$ cat src/hdl/netprof_pkg.sv
// ----------------------------------------------------------------------------
// netprof_pkg
// Shared constants, opcodes and types of the nested execution time profiler.
// ----------------------------------------------------------------------------
package netprof_pkg;

	localparam int STACK_DEPTH    = 8;
	localparam int OVERHEAD_SHIFT = 4;
	localparam int ADDR_W         = $clog2(STACK_DEPTH);

	localparam int TIME_W  = 32;
	localparam int COUNT_W = 16;
	localparam int OVH_W   = 16;
	localparam int ID_W    = 16;
	localparam int OP_W    = 3;
	localparam int KIND_W  = 2;
	localparam int ERR_W   = 5;
	localparam int DEPTH_W = 3;
	localparam int PADDR_W = 3;
	localparam int PDATA_W = 32;

	localparam logic [COUNT_W-1:0] COUNT_MAX = '1;

	// opcodes
	localparam logic [OP_W-1:0] OP_NEST_START  = 3'd0;
	localparam logic [OP_W-1:0] OP_IRQ_FINISH  = 3'd1;
	localparam logic [OP_W-1:0] OP_TASK_FINISH = 3'd2;
	localparam logic [OP_W-1:0] OP_IDLE_START  = 3'd3;
	localparam logic [OP_W-1:0] OP_IDLE_FINISH = 3'd4;
	localparam logic [OP_W-1:0] OP_CRIT_START  = 3'd5;
	localparam logic [OP_W-1:0] OP_CRIT_FINISH = 3'd6;

	// capture kinds
	localparam logic [KIND_W-1:0] KIND_IRQ  = 2'd0;
	localparam logic [KIND_W-1:0] KIND_TASK = 2'd1;
	localparam logic [KIND_W-1:0] KIND_CRIT = 2'd2;

	// sticky error bits
	localparam int ERR_OVF  = 0;
	localparam int ERR_UDF  = 1;
	localparam int ERR_LT   = 2;
	localparam int ERR_CNT  = 3;
	localparam int ERR_IDLE = 4;

	// register index (paddr[2])
	localparam logic REG_MEASURE = 1'b0;
	localparam logic REG_IRQ     = 1'b1;

	typedef struct packed {
		logic [TIME_W-1:0]  measure_start;
		logic [TIME_W-1:0]  task_start;
		logic [TIME_W-1:0]  preempt_time;
		logic [COUNT_W-1:0] preempt_count;
	} frame_t;

	localparam int FRAME_W = $bits(frame_t);

	typedef struct packed {
		logic [OVH_W-1:0] measure_overhead;
		logic [OVH_W-1:0] irq_entry_overhead;
	} cfg_t;

endpackage

$ cat src/hdl/netprof_ram.sv
// ----------------------------------------------------------------------------
// netprof_ram
// Generic single-write, single-read RAM with registered read data.
// ----------------------------------------------------------------------------
module netprof_ram #(
	parameter int WIDTH = 32,
	parameter int DEPTH = 8
) (
	input  logic                     clk,
	input  logic                     we,
	input  logic [$clog2(DEPTH)-1:0] waddr,
	input  logic [WIDTH-1:0]         wdata,
	input  logic [$clog2(DEPTH)-1:0] raddr,
	output logic [WIDTH-1:0]         rdata
);

	logic [WIDTH-1:0] mem [DEPTH];

	always_ff @(posedge clk) begin
		if (we) begin
			mem[waddr] <= wdata;
		end
		rdata <= mem[raddr];
	end

endmodule

$ cat src/hdl/netprof_core.sv
// ----------------------------------------------------------------------------
// netprof_core
// Frame stack sequencer: reads the top and parent frames from the frame RAM,
// computes the net time, writes the updated frame back and registers the item.
// ----------------------------------------------------------------------------
module netprof_core import netprof_pkg::*; (
	input  logic               clk,
	input  logic               arst_n,
	input  cfg_t               cfg,
	input  logic               in_valid,
	output logic               in_ready,
	input  logic [OP_W-1:0]    opcode,
	input  logic [TIME_W-1:0]  timestamp,
	input  logic [ID_W-1:0]    source_id,
	output logic               out_valid,
	input  logic               out_ready,
	output logic               capture_valid,
	output logic [KIND_W-1:0]  capture_kind,
	output logic [ID_W-1:0]    capture_id,
	output logic [TIME_W-1:0]  capture_time,
	output logic [ERR_W-1:0]   error_status,
	output logic [TIME_W-1:0]  worst_deficit,
	output logic [DEPTH_W-1:0] current_depth
);

	typedef enum logic [2:0] {S_IDLE, S_TOP, S_PAR, S_EVAL, S_DONE} state_t;

	localparam int DW1 = ADDR_W + 1;

	state_t            state_q;
	logic [OP_W-1:0]   op_q;
	logic [TIME_W-1:0] ts_q;
	logic [ID_W-1:0]   id_q;

	logic [ADDR_W-1:0]      depth_q;
	logic [ERR_W-1:0]       sticky_q;
	logic [TIME_W-1:0]      maxdef_q;
	logic [STACK_DEPTH-1:0] valid_q;
	logic [ADDR_W-1:0]      raddr_q;

	// working registers
	frame_t            top_q;
	frame_t            par_q;
	logic [TIME_W-1:0] prod_q;
	logic [TIME_W-1:0] raw_q;
	logic [TIME_W-1:0] cbase_q;
	logic [TIME_W-1:0] ovh_q;
	logic              ok_q;
	logic [TIME_W-1:0] net_q;
	logic [TIME_W-1:0] def_q;
	logic [TIME_W-1:0] charge_q;

	// output register
	logic               out_valid_q;
	logic               cap_valid_q;
	logic [KIND_W-1:0]  cap_kind_q;
	logic [ID_W-1:0]    cap_id_q;
	logic [TIME_W-1:0]  cap_time_q;
	logic [ERR_W-1:0]   err_q;
	logic [TIME_W-1:0]  wdef_q;
	logic [DEPTH_W-1:0] cdepth_q;

	// RAM
	logic              ram_we;
	logic [ADDR_W-1:0] ram_waddr;
	frame_t            ram_wdata;
	logic [ADDR_W-1:0] ram_raddr;
	logic [FRAME_W-1:0] ram_rdata;
	frame_t            rd_frame;

	// retire-side next values
	logic              done_fire;
	logic              res_valid;
	logic [KIND_W-1:0] res_kind;
	logic [TIME_W-1:0] res_time;
	logic [ERR_W-1:0]  sticky_n;
	logic [TIME_W-1:0] maxdef_n;
	logic [ADDR_W-1:0] depth_n;
	logic              push_ok;
	logic              depth_zero;

	logic [TIME_W-1:0] elapsed;
	logic [TIME_W-1:0] raw0;

	netprof_ram #(
		.WIDTH(FRAME_W),
		.DEPTH(STACK_DEPTH)
	) u_frames (
		.clk  (clk),
		.we   (ram_we),
		.waddr(ram_waddr),
		.wdata(ram_wdata),
		.raddr(ram_raddr),
		.rdata(ram_rdata)
	);

	// a never-written frame reads as its reset value
	assign rd_frame = valid_q[raddr_q] ? frame_t'(ram_rdata) : '0;

	assign in_ready   = (state_q == S_IDLE);
	assign done_fire  = (state_q == S_DONE) && (!out_valid_q || out_ready);
	assign depth_zero = (depth_q == '0);
	assign push_ok    = (DW1'(depth_q) + DW1'(1)) < DW1'(STACK_DEPTH);

	assign elapsed = ts_q - rd_frame.measure_start;
	assign raw0    = ts_q - rd_frame.task_start;

	always_comb begin
		ram_raddr = depth_q;
		if (state_q == S_IDLE) begin
			case (opcode)
				OP_CRIT_START:  ram_raddr = depth_q + ADDR_W'(1);
				OP_IDLE_START:  ram_raddr = '0;
				OP_IDLE_FINISH: ram_raddr = '0;
				default:        ram_raddr = depth_q;
			endcase
		end else if (state_q == S_TOP) begin
			ram_raddr = depth_q - ADDR_W'(1);
		end
	end

	// retire: frame write-back and result
	always_comb begin
		res_valid = 1'b0;
		res_kind  = '0;
		res_time  = '0;
		sticky_n  = sticky_q;
		maxdef_n  = maxdef_q;
		depth_n   = depth_q;
		ram_we    = 1'b0;
		ram_waddr = depth_q + ADDR_W'(1);
		ram_wdata = '{measure_start: ts_q, task_start: ts_q,
			preempt_time: '0, preempt_count: COUNT_W'(1)};

		// below-overhead check for irq, task and idle finishes
		if (!ok_q && (op_q == OP_IRQ_FINISH || op_q == OP_TASK_FINISH ||
				op_q == OP_IDLE_FINISH)) begin
			if (op_q != OP_IDLE_FINISH ? !depth_zero : depth_zero) begin
				sticky_n[ERR_LT] = 1'b1;
				if (maxdef_q < def_q) begin
					maxdef_n = def_q;
				end
			end
		end

		case (op_q)
			OP_NEST_START, OP_CRIT_START: begin
				if (push_ok) begin
					ram_we  = 1'b1;
					depth_n = depth_q + ADDR_W'(1);
					if (op_q == OP_CRIT_START) begin
						ram_wdata.preempt_time  = top_q.preempt_time;
						ram_wdata.preempt_count = top_q.preempt_count;
					end
				end else begin
					sticky_n[ERR_OVF] = 1'b1;
				end
			end
			OP_IDLE_START: begin
				ram_we    = 1'b1;
				ram_waddr = '0;
				ram_wdata.measure_start = top_q.measure_start;
				depth_n   = '0;
			end
			OP_IDLE_FINISH: begin
				if (depth_zero) begin
					res_valid = ok_q;
					res_kind  = KIND_TASK;
					res_time  = net_q;
				end else begin
					sticky_n[ERR_IDLE] = 1'b1;
				end
			end
			OP_IRQ_FINISH, OP_TASK_FINISH, OP_CRIT_FINISH: begin
				if (depth_zero) begin
					sticky_n[ERR_UDF] = 1'b1;
				end else begin
					if (op_q == OP_CRIT_FINISH) begin
						res_valid = 1'b1;
						res_kind  = KIND_CRIT;
						res_time  = raw_q;
					end else begin
						res_valid = ok_q;
						res_kind  = (op_q == OP_IRQ_FINISH) ? KIND_IRQ : KIND_TASK;
						res_time  = net_q;
					end
					ram_we    = 1'b1;
					ram_waddr = depth_q - ADDR_W'(1);
					ram_wdata = par_q;
					ram_wdata.preempt_time = par_q.preempt_time + charge_q;
					if (par_q.preempt_count != COUNT_MAX) begin
						ram_wdata.preempt_count = par_q.preempt_count + COUNT_W'(1);
					end else begin
						sticky_n[ERR_CNT] = 1'b1;
					end
					depth_n = depth_q - ADDR_W'(1);
				end
			end
			default: ;
		endcase

		if (!done_fire) begin
			ram_we = 1'b0;
		end
	end

	always_ff @(posedge clk or negedge arst_n) begin
		if (!arst_n) begin
			state_q     <= S_IDLE;
			depth_q     <= '0;
			sticky_q    <= '0;
			maxdef_q    <= '0;
			valid_q     <= '0;
			out_valid_q <= 1'b0;
			cap_valid_q <= 1'b0;
			cap_kind_q  <= '0;
			cap_id_q    <= '0;
			cap_time_q  <= '0;
			err_q       <= '0;
			wdef_q      <= '0;
			cdepth_q    <= '0;
		end else begin
			if (done_fire) begin
				out_valid_q <= 1'b1;
				cap_valid_q <= res_valid;
				cap_kind_q  <= res_valid ? res_kind : '0;
				cap_id_q    <= res_valid ? id_q : '0;
				cap_time_q  <= res_valid ? res_time : '0;
				err_q       <= sticky_n;
				wdef_q      <= maxdef_n;
				cdepth_q    <= DEPTH_W'(depth_n);
			end else if (out_ready) begin
				out_valid_q <= 1'b0;
			end
			case (state_q)
				S_IDLE: begin
					if (in_valid) begin
						state_q <= S_TOP;
					end
				end
				S_TOP: begin
					if (((op_q == OP_IRQ_FINISH || op_q == OP_TASK_FINISH ||
							op_q == OP_CRIT_FINISH) && !depth_zero) ||
							(op_q == OP_IDLE_FINISH && depth_zero)) begin
						state_q <= S_PAR;
					end else begin
						state_q <= S_DONE;
					end
				end
				S_PAR:  state_q <= S_EVAL;
				S_EVAL: state_q <= S_DONE;
				S_DONE: begin
					if (done_fire) begin
						state_q  <= S_IDLE;
						depth_q  <= depth_n;
						sticky_q <= sticky_n;
						maxdef_q <= maxdef_n;
						if (ram_we) begin
							valid_q[ram_waddr] <= 1'b1;
						end
					end
				end
				default: state_q <= S_IDLE;
			endcase
		end
	end

	// datapath registers, no reset
	always_ff @(posedge clk) begin
		raddr_q <= ram_raddr;
		if (state_q == S_IDLE && in_valid) begin
			op_q <= opcode;
			ts_q <= timestamp;
			id_q <= source_id;
			ok_q <= 1'b1;
		end
		if (state_q == S_TOP) begin
			top_q  <= rd_frame;
			prod_q <= TIME_W'(rd_frame.preempt_count) * TIME_W'(cfg.measure_overhead);
			raw_q  <= (op_q == OP_IRQ_FINISH) ?
				raw0 + TIME_W'(cfg.irq_entry_overhead) : raw0;
			// task_start - measure_start equals elapsed - raw before the irq term
			cbase_q <= (op_q == OP_IRQ_FINISH) ?
				elapsed + TIME_W'(cfg.irq_entry_overhead) :
				rd_frame.task_start - rd_frame.measure_start;
		end
		if (state_q == S_PAR) begin
			par_q <= rd_frame;
			ovh_q <= (prod_q >> OVERHEAD_SHIFT) + top_q.preempt_time;
		end
		if (state_q == S_EVAL) begin
			ok_q     <= (raw_q >= ovh_q);
			net_q    <= raw_q - ovh_q;
			def_q    <= ovh_q - raw_q;
			charge_q <= (op_q == OP_TASK_FINISH && raw_q >= ovh_q) ?
				cbase_q + ovh_q : cbase_q;
		end
	end

	assign out_valid     = out_valid_q;
	assign capture_valid = cap_valid_q;
	assign capture_kind  = cap_kind_q;
	assign capture_id    = cap_id_q;
	assign capture_time  = cap_time_q;
	assign error_status  = err_q;
	assign worst_deficit = wdef_q;
	assign current_depth = cdepth_q;

endmodule

$ cat src/hdl/nested_execution_time_profiler.sv
// Sequence: an accepted item steps through S_TOP and S_DONE for starts, ignored items and
// finishes that only raise a flag, else through S_TOP (top frame read and multiply), S_PAR
// (parent frame read through the single read port), S_EVAL (compare) and S_DONE (write-back
// with the result), which waits for out_ready. A new item is taken only back in S_IDLE.
// Reset (async, active low) clears depth, error flags, deficit, result register, configuration
// and the per-frame valid bits, so unwritten frames read as zero; no sweep.
// ----------------------------------------------------------------------------
// nested_execution_time_profiler
// Top level: APB configuration registers around the frame stack sequencer.
// ----------------------------------------------------------------------------
module nested_execution_time_profiler import netprof_pkg::*; (
	input  logic               clk,
	input  logic               arst_n,
	input  logic               psel,
	input  logic               penable,
	input  logic               pwrite,
	input  logic [PADDR_W-1:0] paddr,
	input  logic [PDATA_W-1:0] pwdata,
	output logic [PDATA_W-1:0] prdata,
	output logic               pready,
	input  logic               in_valid,
	output logic               in_ready,
	input  logic [OP_W-1:0]    opcode,
	input  logic [TIME_W-1:0]  timestamp,
	input  logic [ID_W-1:0]    source_id,
	output logic               out_valid,
	input  logic               out_ready,
	output logic               capture_valid,
	output logic [KIND_W-1:0]  capture_kind,
	output logic [ID_W-1:0]    capture_id,
	output logic [TIME_W-1:0]  capture_time,
	output logic [ERR_W-1:0]   error_status,
	output logic [TIME_W-1:0]  worst_deficit,
	output logic [DEPTH_W-1:0] current_depth
);

	cfg_t cfg_q;

	assign pready = 1'b1;

	always_ff @(posedge clk or negedge arst_n) begin
		if (!arst_n) begin
			cfg_q <= '0;
		end else if (psel && penable && pwrite) begin
			case (paddr[2])
				REG_MEASURE: cfg_q.measure_overhead   <= pwdata[OVH_W-1:0];
				REG_IRQ:     cfg_q.irq_entry_overhead <= pwdata[OVH_W-1:0];
				default: ;
			endcase
		end
	end

	always_comb begin
		case (paddr[2])
			REG_MEASURE: prdata = PDATA_W'(cfg_q.measure_overhead);
			REG_IRQ:     prdata = PDATA_W'(cfg_q.irq_entry_overhead);
			default:     prdata = '0;
		endcase
	end

	netprof_core u_core (
		.clk          (clk),
		.arst_n       (arst_n),
		.cfg          (cfg_q),
		.in_valid     (in_valid),
		.in_ready     (in_ready),
		.opcode       (opcode),
		.timestamp    (timestamp),
		.source_id    (source_id),
		.out_valid    (out_valid),
		.out_ready    (out_ready),
		.capture_valid(capture_valid),
		.capture_kind (capture_kind),
		.capture_id   (capture_id),
		.capture_time (capture_time),
		.error_status (error_status),
		.worst_deficit(worst_deficit),
		.current_depth(current_depth)
	);

`ifndef SYNTHESIS
	// error flags only ever accumulate
	a_sticky: assert property (@(posedge clk) disable iff (!arst_n)
		1'b1 |=> ((error_status & $past(error_status)) == $past(error_status)))
		else $error("error flag cleared");

	a_deficit_grows: assert property (@(posedge clk) disable iff (!arst_n)
		1'b1 |=> (worst_deficit >= $past(worst_deficit)))
		else $error("worst deficit decreased");

	// an item without a time carries no id, kind or time
	a_empty_item: assert property (@(posedge clk) disable iff (!arst_n)
		(out_valid && !capture_valid) |->
		(capture_time == '0 && capture_id == '0 && capture_kind == '0))
		else $error("non-captured item has payload");

	a_kind_range: assert property (@(posedge clk) disable iff (!arst_n)
		(out_valid && capture_valid) |-> (capture_kind != 2'd3))
		else $error("illegal capture kind");
`endif

endmodule
$ cat config.mk
export PLATFORM = sky130hd
export DESIGN_NAME = nested_execution_time_profiler
export DESIGN_NICKNAME = d
export VERILOG_FILES = /design/src/hdl/netprof_pkg.sv /design/src/hdl/netprof_ram.sv /design/src/hdl/netprof_core.sv /design/src/hdl/nested_execution_time_profiler.sv
export SDC_FILE = /design/constraint.sdc
export NUM_CORES = 2
export LEC_CHECK = 0
export ABC_AREA = 0
export BUFFER_PORTS_ARGS = -buffer_cell sky130_fd_sc_hd__clkbuf_2
export CAP_MARGIN = 20
export CELL_PAD_IN_SITES_DETAIL_PLACEMENT = 0
export CELL_PAD_IN_SITES_GLOBAL_PLACEMENT = 2
export CORE_AREA = 5 5 460 462
export CTS_CLUSTER_SIZE = 8
export DETAILED_ROUTE_END_ITERATION = 6
export DIE_AREA = 0 0 465 467
export PLACE_DENSITY = 0.72
export SLEW_MARGIN = 20
export SYNTH_ARGS = -nofsm -noshare
export SYNTH_HDL_FRONTEND = slang
export SYNTH_SLANG_ARGS = --single-unit
$ cat constraint.sdc
create_clock -name clk -period 9.5 [get_ports clk]
set_input_delay 0.95 -clock clk [delete_from_list [all_inputs] [get_ports clk]]
set_output_delay 0.95 -clock clk [all_outputs]
set_load 0.03 [all_outputs]
After elaboration in Yosys (flattened, before gate mapping)
Memories as Yosys holds them, arrays and structs flattened. A register that Yosys moved wholly into a read port is not among the register bits.
Cells that the tools add are included.
{ "word_totals": {"memories": 1, "inputBits": 93, "romBits": 0, "word_cells": 174, "latchBits": 0, "output_inout_bits": 126, "ramBits": 896, "reg_bits": 646} }
{ "classes": {"eq_ne": 17, "n_reduce_logical": 30, "mux": 69, "div": 0, "multipliers": 1, "bitwise": 2, "n_addsub": 14, "magnitude_cmp": 6, "shift": 0} }
{ "mem_list": {"columns": ["name", "words", "width", "rd", "rd_ports_with_merged_regs", "write_ports", "line_no", "rtl"], "rows": [
  ["u_core.u_frames.mem", 8, 112, 1, 1, 1, "netprof_ram.sv:17", "logic [WIDTH-1:0] mem [DEPTH];"]
]} }
{ "ops": {"columns": ["cell", "n"], "rows": [
  ["32-bit two-way mux", 11],
  ["112-bit two-way mux", 2],
  ["32-bit case mux with 2 select lines", 3],
  ["32-bit subtractor", 5],
  ["48-bit two-way mux", 2],
  ["48-bit case mux with 2 select lines", 1],
  ["32-bit by 16-bit adder with 32-bit output", 2],
  ["32-bit adder", 2],
  ["28-bit by 32-bit adder with 32-bit output", 1],
  ["32-bit >= comparator", 1],
  ["32-bit less-than comparator", 1],
  ["16-bit by 16-bit multiplier with 32-bit output", 1],
  ["16-bit two-way mux", 2],
  ["1-bit two-way mux", 28],
  ["3-bit two-way mux", 8],
  ["3-bit == test (second input constant)", 6],
  ["16-bit by 1-bit adder with 16-bit output (second input constant)", 1],
  ["16-bit inequality test (second input constant)", 1],
  ["3-bit by 2-bit == test with 1-bit output (second input constant)", 5],
  ["3-bit case mux with 5 select lines", 1],
  ["3-bit case mux with 2 select lines", 2],
  ["1-bit logical AND", 9],
  ["3-bit logical NOT", 3],
  ["3-bit case mux with 3 select lines", 1],
  ["25 further kinds", 40]
]} }

Logic depth before layout (Yosys ltp)
{ "logic_depth": {"depth_word": 8, "mapped_depth": 30, "mapped_depth_nobuf": 27} }

Cells and area by module
From an unflattened synthesis, not the netlist that was laid out.
{ "unflattened": {"cells_unflattened": 6074, "hier_area_um2": 82485.4} }
{ "modules_own_cells": {"columns": ["mod", "seq_area_each_um2", "area_per_inst_um2", "cells_each", "instances"], "rows": [
  ["netprof_core", 16540.9, 44732.9, 4550, 1],
  ["netprof_ram", 29148.0, 36154.7, 1419, 1],
  ["nested_execution_time_profiler", 800.8, 1597.8, 105, 1]
]} }

Least setup slack after synthesis
OpenSTA, ideal clock, no wires.
{ "synth_timing": {"path_type": "reg-to-reg", "from": "register with a tool-made name", "to": "register u_core.valid_q[6]", "t_arrival_ns": 7.464, "stages_incl_launch_ff": 12, "required_time_ns": 9.405, "synth_period_minus_slack_ns": 7.559, "setup_time_ns": 0.095, "path_buffers": 1, "slack_ns": 1.941, "path_cell_list": "dfrtp_1 -> inv_1 -> ha_1 -> nand2_1 -> clkbuf_1 -> nor2_1 -> nor2_1 -> a21oi_1 -> o221ai_1 -> or2_2 -> nor2_1 -> or2_2"} }
{ "synth_rtl": {"columns": ["element", "line_no", "rtl"], "rows": [
  ["to (signal assigned)", "netprof_core.sv:213", "valid_q <= '0;"],
  ["to (signal, indexed assignment)", "netprof_core.sv:259", "valid_q[ram_waddr] <= 1'b1;"],
  ["to (decl)", "netprof_core.sv:38", "logic [STACK_DEPTH-1:0] valid_q;"]
]} }

Final worst setup path
{ "layout_timing": {"from": "register u_core.raddr_q[0]", "to": "register u_core.prod_q[31], data pin"} }
{ "layout_between": {"elab_chain_cells": 4} }
{ "layout_lines": {"columns": ["element", "line_no", "rtl"], "rows": [
  ["from (decl)", "netprof_core.sv:39", "logic [ADDR_W-1:0] raddr_q;"],
  ["from (signal assigned)", "netprof_core.sv:270", "raddr_q <= ram_raddr;"],
  ["1-bit binary-select mux with 3-bit select", "netprof_core.sv:98", "assign rd_frame = valid_q[raddr_q] ? frame_t'(ram_rdata) : '0;"],
  ["1-bit two-way mux (not written as such)", "netprof_core.sv:98", null],
  ["112-bit two-way mux", "netprof_core.sv:98", null],
  ["16-bit by 16-bit multiplier with 32-bit output", "netprof_core.sv:279", "prod_q <= TIME_W'(rd_frame.preempt_count) * TIME_W'(cfg.measure_overhead);"],
  ["to (signal assigned)", "netprof_core.sv:279", null],
  ["to (decl)", "netprof_core.sv:44", "logic [TIME_W-1:0] prod_q;"]
]} }
No other way between the ends. The select of a mux whose other input is x is not followed.
A chain may end at the register's enable or synchronous reset.

==> metrics <==
worst path buffer plus inverter count 3; grt ovf 0; I/O Pins 219; die area 0.217 mm2; clock skew 0.0858 ns; CTS tree yes; Post-CTS Setup Repair Bufs 0; routability cong. 0.862; Area growth syn-to-layout 13.3%; CP endpoint kind flip-flop; # nets final 7085; CTS Sinks 1609; largest net degree at the start of global routing 101; Gate Count Post-Synth 6118; Req. time, crit path 10.08 ns; sequential area share after synthesis 56.6%; FP Rows 167; setup total negative slack 0 ns; endpoints failing hold 0; first-pass GRT wire length 341 mm; routed length per instance 24.8 um; Worst-path clk slew 0.05 ns; Die X 465 um; Slew @ Worst Pin 1.08 ns; Crit-path slowest cell o41ai_1; Slew Viols, Final 0; antenna violation net count after detailed routing 0; CTS Buf Count 223; Syn. warnings 0; DRT iter0 DRCs 4027; Core ar. 0.207 mm2; Max Root-Sink Buffers 3; Mapped Avg Cell Area 13.4 um2; Arr. time, crit path 8.67 ns; Post-synth EDFFs 1359; most common library cell in the layout ignoring fill and taps edfxtp_1; setup violators final 0; Setup CP Type reg -> reg; status complete, no violations; H-Tree Depth 4; Max-Cap Viols 0; DR pass1 iterations 6; FF+latch count, synth 1609; Register Area 0.0465 mm2; RSZ-0062 raised after global routing false; min cycle time layout 8.09 ns; crit path launch type flip-flop; commonest non-fill, non-tap cells in the layout edfxtp_1 (1359), inv_1 (551), nand2_1 (550); share of cells above drive strength 1 14.9%; buffers added on ports 183; DRC viols 0; setup slack, reg-to-reg 1.41 ns; Synth async-reset ratio 8.39%; Max Fclk 0.124 GHz; mapped cell area 0.0821 mm2; FILL cells 18.6k; vias in the first global route 51.7k; initial core utilization 39.7%; top_reg_cell synth edfxtp_1; Post-Route WL 229 mm; largest fanout on the critical path 100; Worst Hold Class in -> reg; relative slew slack 27.1%; Critical Path Max Stage Delay 0.58 ns; initial antenna violation count 10; final cycle utilization of the critical path 85.1%; via count 50.6k; most numerous cell on the critical path fa_1; utilization after layout 45.0%; height of the die 467 um; gr usage total 21.0%; footprint of the multi-input gates 0.0327 mm2; number of library cell types mapped by synthesis 94; DP HPWL 155 mm; delay-heaviest family, CP adder cells; Worst-Skew Late Latency 0.88 ns; vias per cell 5.46; Root Driver clkbuf_16
==> kinds of logic (layout without fill, tap and decap cells) <==
logic type	Yosys count	count (layout)	synth area share (%)
multiplexers	432	432	9.01
AND/OR/NAND/NOR	1282	1282	7.38
XOR/XNOR	279	279	2.99
AO/OA/AOI/OAI	1068	1068	8.48
buffers and inverters	811	1233	3.82
flip-flops	1609	1609	56.6
other	2	21	0.00915
adder cells (fa/ha/maj)	635	635	11.7
==> path summary, 6_finish.rpt <==
path | startpoint | to | cells after the start
worst min register to register | u_core.id_q[14] | u_core.capture_id[14] | 1
min in group asynchronous | arst_n | async pin | 2
worst max register to register | u_core.raddr_q[0] | u_core.prod_q[31] | 25
worst max-delay path | u_core.raddr_q[0] | u_core.prod_q[31] | 25
max in group asynchronous | arst_n | cfg_q[18] | 3
worst min-delay path | timestamp[9] | u_core.ts_q[9] | 1
==> sequential cells by signal, summed over array words and instances (netlist names), 3 cells and up, named ones only <==
name,count
u_core.capture_time,32
cfg_q,32
u_core.raddr_q,3
u_core.id_q,16
u_core.valid_q,8
u_core.op_q,3
u_core.raw_q,32
u_core.charge_q,32
u_core.prod_q,28
u_core.ovh_q,32
u_core.capture_id,16
u_core.u_frames.rdata,112
u_core.def_q,32
u_core.net_q,31
u_core.cbase_q,32
u_core.ts_q,32
u_core.u_frames.mem,896
u_core.par_q,112
u_core.state_q,3
u_core.top_q,80
==> metal layers <==
layer	vias up	wire [um]	track usage (%)
met4	0	4450	4.93
met1	26054	109000	30.9
met5	-	0	0
met3	240	12600	3.37
li1	22935	-	-
met2	1323	103000	32.7
==> cell type report <==
type | instances | area share (%)
sequential | 1609 | 50.0
multi-input combinational | 3713 | 35.2
clock buffer | 403 | 6.79
tap | 2704 | 3.64
inverter | 553 | 2.24
timing repair buffer | 257 | 1.69
clock inverter | 20 | 0.480
antenna | 4 | 0.0108
==> worst register-to-register path, cell delays in order, from the launching register on <==
cell      delay, ns
dfxtp_1        0.37
mux4_2         0.52
mux2_8         0.46
and2_1         0.63
nand2_1        0.20
fa_1           0.46
fa_1           0.52
fa_1           0.52
inv_1          0.06
fa_1           0.49
fa_1           0.50
inv_1          0.05
fa_1           0.48
inv_1          0.04
ha_1           0.34
a21o_1         0.18
a21oi_1        0.19
o21bai_1       0.09
a31o_2         0.24
and3_1         0.20
nand4_1        0.10
nand3_1        0.11
o41ai_1        0.58
o21ai_0        0.20
a21oi_1        0.20
xnor2_1        0.08
==> cells in the mapped netlist, drive strengths merged, types with 26 or more instances <==
cell type	number	area share, %
a222oi	32	0.39
a22oi	34	0.31
mux2	196	2.7
nand2	551	2.5
a21oi	246	1.5
o21ai	307	1.9
a211oi	27	0.27
a21o	145	1.3
nand3	63	0.38
nand4	30	0.23
fa	218	5.3
nor2	213	0.97
dfxtp	115	2.8
buf	53	0.35
and2	66	0.50
nor2b	32	0.24
o21bai	48	0.44
clkbuf	205	0.94
xnor2	166	1.8
or2	26	0.20
dfrtp	135	4.1
nand2b	47	0.36
and3	138	1.1
edfxtp	1359	50
inv	552	2.5
o21a	30	0.27
mux4	226	6.2
xor2	112	1.2
nor3	50	0.30
ha	417	6.4
==> timing repair <==
item / CTS / global route
hold buffers: 0 / 1
endpoints found under the setup margin: 0 / 0
resized for setup: 0 / 0
hold endpoints to repair: 0 / 16
==> through the flow <==
stage / setup WS [ns] / hold slack, ns / cells / area [um2]
finish: 1.41 / 0.251 / 9263 / 93000
global route: 0.995 / 0.193 / 9261 / 93000
CTS: 1.41 / 0.156 / 9255 / 92900
detailed placement: 1.48 / 0.452 / 8832 / 86200
global placement: 1.45 / 0.446 / 8832 / 86200
floorplan: 1.94 / 0.434 / 6133 / 82100
Power is left out: the tool's default activity adds up to more than one toggle a clock period on the data nets, which glitch-free logic cannot reach.
